[config.mk]
export PLATFORM = sky130hd
export DESIGN_NAME = vmop_front
export DESIGN_NICKNAME = d
export VERILOG_FILES = /design/src/rtl/vmop_pkg.sv /design/src/rtl/vmop_front.sv
export SDC_FILE = /design/constraint.sdc
export NUM_CORES = 1
export LEC_CHECK = 0
export BUFFER_PORTS_ARGS = -buffer_cell sky130_fd_sc_hd__buf_2
export CELL_PAD_IN_SITES_DETAIL_PLACEMENT = 2
export CELL_PAD_IN_SITES_GLOBAL_PLACEMENT = 2
export CORE_AREA = 2 2 260 262
export DETAILED_ROUTE_END_ITERATION = 10
export DIE_AREA = 0 0 262 264
export PLACE_DENSITY = 0.45
export SKIP_LAST_GASP = 1
export SYNTH_ARGS = -nofsm -noshare
export SYNTH_HDL_FRONTEND = slang
export SYNTH_SLANG_ARGS = --single-unit
[constraint.sdc]
create_clock -name clock -period 10.16 [get_ports clock]
set_input_delay 0.508 -clock clock [delete_from_list [all_inputs] [get_ports clock]]
set_output_delay 0.508 -clock clock [all_outputs]
set_load 0.02 [all_outputs]
[src/rtl/vmop_pkg.sv]
// vmop_pkg: types and constants of the vm operand read/write unit
// used by every rtl file of the block; depends on nothing

package vmop_pkg;

   localparam logic [1:0] KIND_MEMORY    = 2'd0;
   localparam logic [1:0] KIND_IMMEDIATE = 2'd1;
   localparam logic [1:0] KIND_REGISTER  = 2'd2;

   localparam logic [1:0] PART_WORD   = 2'd0;
   localparam logic [1:0] PART_LOW    = 2'd1;
   localparam logic [1:0] PART_SECOND = 2'd2;
   localparam logic [1:0] PART_HALF   = 2'd3;

   localparam logic ACTION_READ  = 1'b0;
   localparam logic ACTION_WRITE = 1'b1;

   localparam int BASE_REGS = 4;

   localparam logic [2:0] CSR_SEG0_BASE = 3'd0;
   localparam logic [2:0] CSR_SEG0_SIZE = 3'd4;

   typedef struct packed {
      logic               action;
      logic [1:0]         operand_kind;
      logic [3:0]         register_index;
      logic [1:0]         part_select;
      logic signed [15:0] displacement;
      logic signed [31:0] write_value;
   } req_type;

   typedef struct packed {
      logic signed [31:0] read_value;
      logic               segment_fault;
      logic               immediate_write;
   } rsp_type;

   // item passed from front to back, register operand already read
   typedef struct packed {
      req_type     req;
      logic [31:0] reg_value;
      logic        reg_valid;
   } work_type;

endpackage

[src/rtl/vmop_front.sv]
// vmop_front: accepts requests, reads the register file, queues work
// depends on vmop_pkg

module vmop_front #(
   parameter int REGISTERS = 16
) (
   input  logic               clock,
   input  logic               reset,
   input  logic               req_valid,
   output logic               req_ready,
   input  vmop_pkg::req_type  req_data,
   input  logic [31:0]        regs [REGISTERS],
   input  logic               busy,
   output logic               wq_valid,
   input  logic               wq_ready,
   output vmop_pkg::work_type wq_data
);

   localparam int RW = $clog2(REGISTERS);

   logic               valid_ff, valid_in;
   vmop_pkg::work_type data_ff;

   // one request in flight between front and back at a time
   assign req_ready = !valid_ff && !busy;
   assign valid_in  = (req_valid && req_ready) || (valid_ff && !wq_ready);

   always_ff @(posedge clock) begin
      if (reset) begin
         valid_ff <= 1'b0;
      end else begin
         valid_ff <= valid_in;
      end
   end

   always_ff @(posedge clock) begin
      if (req_valid && req_ready) begin
         data_ff.req       <= req_data;
         data_ff.reg_valid <= 32'(req_data.register_index) < REGISTERS;
         data_ff.reg_value <= (32'(req_data.register_index) < REGISTERS) ?
                              regs[RW'(req_data.register_index)] : 32'd0;
      end
   end

   assign wq_valid = valid_ff;
   assign wq_data  = data_ff;

endmodule

# After elaboration in Yosys (flattened, before gate mapping)
# Cells that the tools add are included.
totals:
  regBits: 90
  inputBits: 574
  word_cells: 20
op_classes:
  n_lt_le_gt_ge: 1
  muxes: 3
  n_bitwise: 1
  n_reduce_logical: 7
op_table:
  columns: ["op", "n"]
  rows:
  - ["$bmux W32 S4", 1]
  - ["$mux W32", 2]
  - ["$ge A5 B5 Y1 const B", 1]
  - ["$not A4 Y5", 1]
  - ["$logic_and A1 B1 Y1", 3]
  - ["$logic_not A1 Y1", 3]
  - ["$logic_or A1 B1 Y1", 1]

# Logic depth before layout (Yosys ltp)
depth:
  word_depth: 4
  depth_mapped: 5
  depth_no_buf: 3

# Least setup slack after synthesis
# Ideal clock, no wire load.
synth_path:
  path_kind: "in2reg"
  start: "in busy"
  end: "reg data_ff (netlist bit wq_data[10]), enable pin"
  arrival_time_ps: 7059
  slack_ps: 2433
  stages: 1
  path_buffers: 0
  cell_sequence: "nor3b_1"
synth_via:
  elab_chain_cells: 3
synth_rtl:
  columns: ["element", "line", "rtl"]
  rows:
  - ["start: declaration", "vmop_front.sv:13", "input logic busy,"]
  - ["$logic_not A1 Y1", "vmop_front.sv:25", "assign req_ready = !valid_ff && !busy;"]
  - ["$logic_and A1 B1 Y1", "vmop_front.sv:25", null]
  - ["$logic_and A1 B1 Y1", "vmop_front.sv:37", "if (req_valid && req_ready) begin"]
  - ["end: declaration", "vmop_front.sv:22", "vmop_pkg::work_type data_ff;"]
# Every way passes these cells.
# A chain may end at the register's enable or synchronous reset.

# Worst setup path in the final report
layout_path:
  start: "in req_data[51] (netlist name)"
  end: "reg data_ff (netlist bit wq_data[29]), data pin"
layout_via:
  elab_chain_cells: 4
layout_rtl:
  columns: ["element", "line", "rtl"]
  rows:
  - ["start: declaration", "vmop_front.sv:11", "input vmop_pkg::req_type req_data,"]
  - ["$not A4 Y5 (implied by the code)", "vmop_front.sv:41", "regs[RW'(req_data.register_index)] : 32'd0;"]
  - ["$bmux W32 S4", "vmop_front.sv:41", null]
  - ["$mux W32 (implied by the code) (2 in series)", "vmop_front.sv:41", null]
# Every way passes these cells. The select of a mux whose other input is x is not followed.

==> summary.md <==
| Metric | Value |
|---|---|
| Status | `completed` |
| Area leader, netlist | `mux4_2` |
| Lkg Pwr | `4.76 nW` |
| Ys async rst share | `0%` |
| Clk_lat worst skew | `380 ps` |
| Register cell area after layout | `0.00269 mm^2` |
| CP Cell Sequence | `buf_6, buf_4, mux4_2, a22oi_1, nand2_1` |
| Critical path type | `primary input to flop` |
| Detailed placer's ending HPWL | `36700 um` |
| DP Worst Slack | `6640 ps` |
| I/O Pins | `666` |
| Fin util | `16.7%` |
| Final ANT Viol Nets | `0` |
| Core region area | `0.0666 mm^2` |
| Number of synthesized flops with an enable pin | `89` |
| Vias per cell | `3.61` |
| Routed WL per cell | `23.0 um` |
| Row count | `95` |
| Syn-to-layout area delta | `71.8%` |
| Final worst-path setup slack | `7140 ps` |
| Critical path required time | `10260 ps` |
| First-pass DRT Iterations | `4` |
| FF+latch count, synth | `90` |
| Global route overflow | `0` |
| Clock sink count | `90` |
| TritonCTS buffer count | `9` |
| Fmax | `0.331 GHz` |
| CTS tree | `built` |
| Ys Warns | `0` |
| Hold_ws | `280 ps` |
| Largest net degree at the start of global routing | `68` |
| Post-synth top area share | `44.7%` |
| Post-CTS Hold Buffers | `0` |
| Clock transition at path regs | `80 ps` |
| Critical path buffers and inverters | `2` |
| Skew final | `11.4 ps` |
| Fin. Hold Viols | `0` |
| Area of the die | `0.0692 mm^2` |
| Fillers | `7712` |
| Tcrit/Tclk final | `29.7%` |
| Unrepaired setup endpoints after global routing | `no` |
| Netlist Area Pre-Place | `0.00645 mm^2` |
| Top-count cell post-synth | `mux4_2` |
| Cell types occupying the most area after synthesis | `mux4_2, edfxtp_1, a22oi_1` |
| Crit end category | `flop` |
| Pwr Density | `106 mW/mm^2` |
| Share of cells above drive strength 1 | `81.0%` |
| First-pass GRT wire length | `58600 um` |
| Area occupied by multi-input gates | `0.00356 mm^2` |
| Die Wd | `262 um` |
| # DRC | `0` |
| Die Ht | `264 um` |
| Initial Util | `9.70%` |
| Post-synthesis cell type count | `17` |
| Nets@finish | `1581` |
| Max incr delay on CP | `800 ps` |
| Worst-margin pin slew | `1030 ps` |
| Average size of a mapped cell | `17.5 um^2` |
| Final-report max-slew violation count | `0` |
| Worst relative slew slack | `31.4%` |
| Synth Flop Type | `edfxtp_1` |
| # port buffers | `664` |
| Routability congestion estimate from global placement | `0.840` |
| WL final | `43600 um` |
| CP max FO | `66` |
| All-layer global routing usage | `12.2%` |
| Clock H-tree levels | `3` |
| Top post-synthesis cells by count | `mux4_2, edfxtp_1, a22oi_1` |
| Setup tns final | `0 ps` |
| Post-CTS Setup Bufs | `0` |
| Net Count, Synth | `942` |
| Final min period | `3020 ps` |
| Crit path arrival time | `3120 ps` |
| VDD IR max | `0.0000570 V` |
| Initial antenna violation count | `14` |
| Critical path's top delay family | `buffers and inverters` |
| Critical Path Start Type | `primary input` |
| Critical-path top delay cell | `buf_4` |
| Vias post-DR | `6836` |
| DRT iter0 DRCs | `248` |
| Setup violators final | `0` |
| Post_cts resized | `0` |
| Maximum buffer depth of the clock tree | `2` |
| Max-Cap Viols | `0` |
| Cells after Synth | `368` |
| Seq/Total Area, Yosys | `41.7%` |
| Vias in the first global route | `7829` |
| Worst hold path class | `primary input to flop` |
| CTS root buffer | `clkbuf_16` |
-- path summary, 6_finish.rpt --
| path | endpoint | cells after the start | slack [ps] | from |
|---|---|---|---|---|
| max reg2reg | wq_data[87] | 3 | 7810 | wq_valid |
| max | wq_data[29] | 5 | 7140 | req_data[51] |
| min reg2reg | wq_valid | 2 | 570 | wq_valid |
| min | wq_valid | 2 | 280 | reset |
-- report_power, final --
| part | internal, mW | switching (mW) | leakage [nW] | total [mW] |
|---|---|---|---|---|
| clock | 0.196 | 0.188 | 0.147 | 0.384 |
| combinational | 0.186 | 0.165 | 3.77 | 0.351 |
| sequential | 0.434 | 0.00542 | 0.842 | 0.439 |
| total | 0.815 | 0.358 | 4.76 | 1.17 |
-- through the flow --
| step | instances | cell area (um^2) | power (mW) |
|---|---|---|---|
| after global placement | 1869 | 10800 | 0.803 |
| after detailed placement | 1869 | 10800 | 0.809 |
| after CTS | 1885 | 11100 | 1.21 |
| final | 1894 | 11100 | 1.17 |
| after floorplan | 368 | 6450 | 0.622 |
| after global routing | 1891 | 11100 | 1.24 |
-- layer usage --
metal  wire length, um  GRT usage, %  share of wire [%]  up-vias
met3              3930          3.88                9.0       34
li1                  -             -                  -     2962
met4               520          2.96                1.2        8
met1             16300          13.6                 37     3444
met5                49             0               0.11        -
met2             22800          22.2                 52      388
-- cell type report --
| cell class | instances | share of cell area (%) |
|---|---|---|
| Multi-Input combinational cell | 233 | 32.1 |
| Timing Repair Buffer | 672 | 30.8 |
| Sequential cell | 90 | 24.3 |
| Tap cell | 873 | 9.85 |
| Clock buffer | 9 | 2.03 |
| Clock inverter | 7 | 0.756 |
| Antenna cell | 9 | 0.203 |
| Inverter | 1 | 0.0338 |
-- cell families after synthesis --
family / Yosys count / synth area share (%)
buf+inv: 45 / 3.61
mux: 128 / 44.7
other cells: 1 / 0.0581
compound gates: 65 / 7.52
flops: 90 / 41.7
simple gates: 39 / 2.44
-- placed cells by master (no fill, tap or decap) --
| cell | netlist | final |
|---|---|---|
| dfxtp_1 | 1 | 1 |
| clkinv_8 | 0 | 1 |
| nor2_1 | 3 | 2 |
| buf_2 | 3 | 662 |
| edfxtp_1 | 89 | 89 |
| mux4_2 | 128 | 128 |
| a22oi_1 | 64 | 64 |
| nor2b_4 | 0 | 2 |
| inv_6 | 0 | 3 |
| conb_1 | 1 | 1 |
| diode_2 | 0 | 9 |
| buf_4 | 12 | 7 |
| and2_2 | 0 | 1 |
| clkinvlp_4 | 0 | 1 |
| a21oi_1 | 1 | 1 |
| nor2_4 | 0 | 1 |
| buf_12 | 0 | 1 |
| nor3b_2 | 0 | 1 |
| clkinv_1 | 0 | 1 |
| clkbuf_8 | 0 | 1 |
| bufinv_16 | 0 | 1 |
| clkbuf_16 | 0 | 9 |
| inv_1 | 1 | 1 |
| nand2_1 | 32 | 32 |
| buf_6 | 2 | 1 |
-- registers in the layout, summed over array words and instances (netlist names) --
register / cells
wq_data: 89
wq_valid: 1
-- worst register-to-register path: stages, from the launching register on --
cell and delay, ps:
dfxtp_1 350, nor3b_2 260, buf_4 520, buf_4 770
No activity file was read; power rests on OpenSTA's default activity.
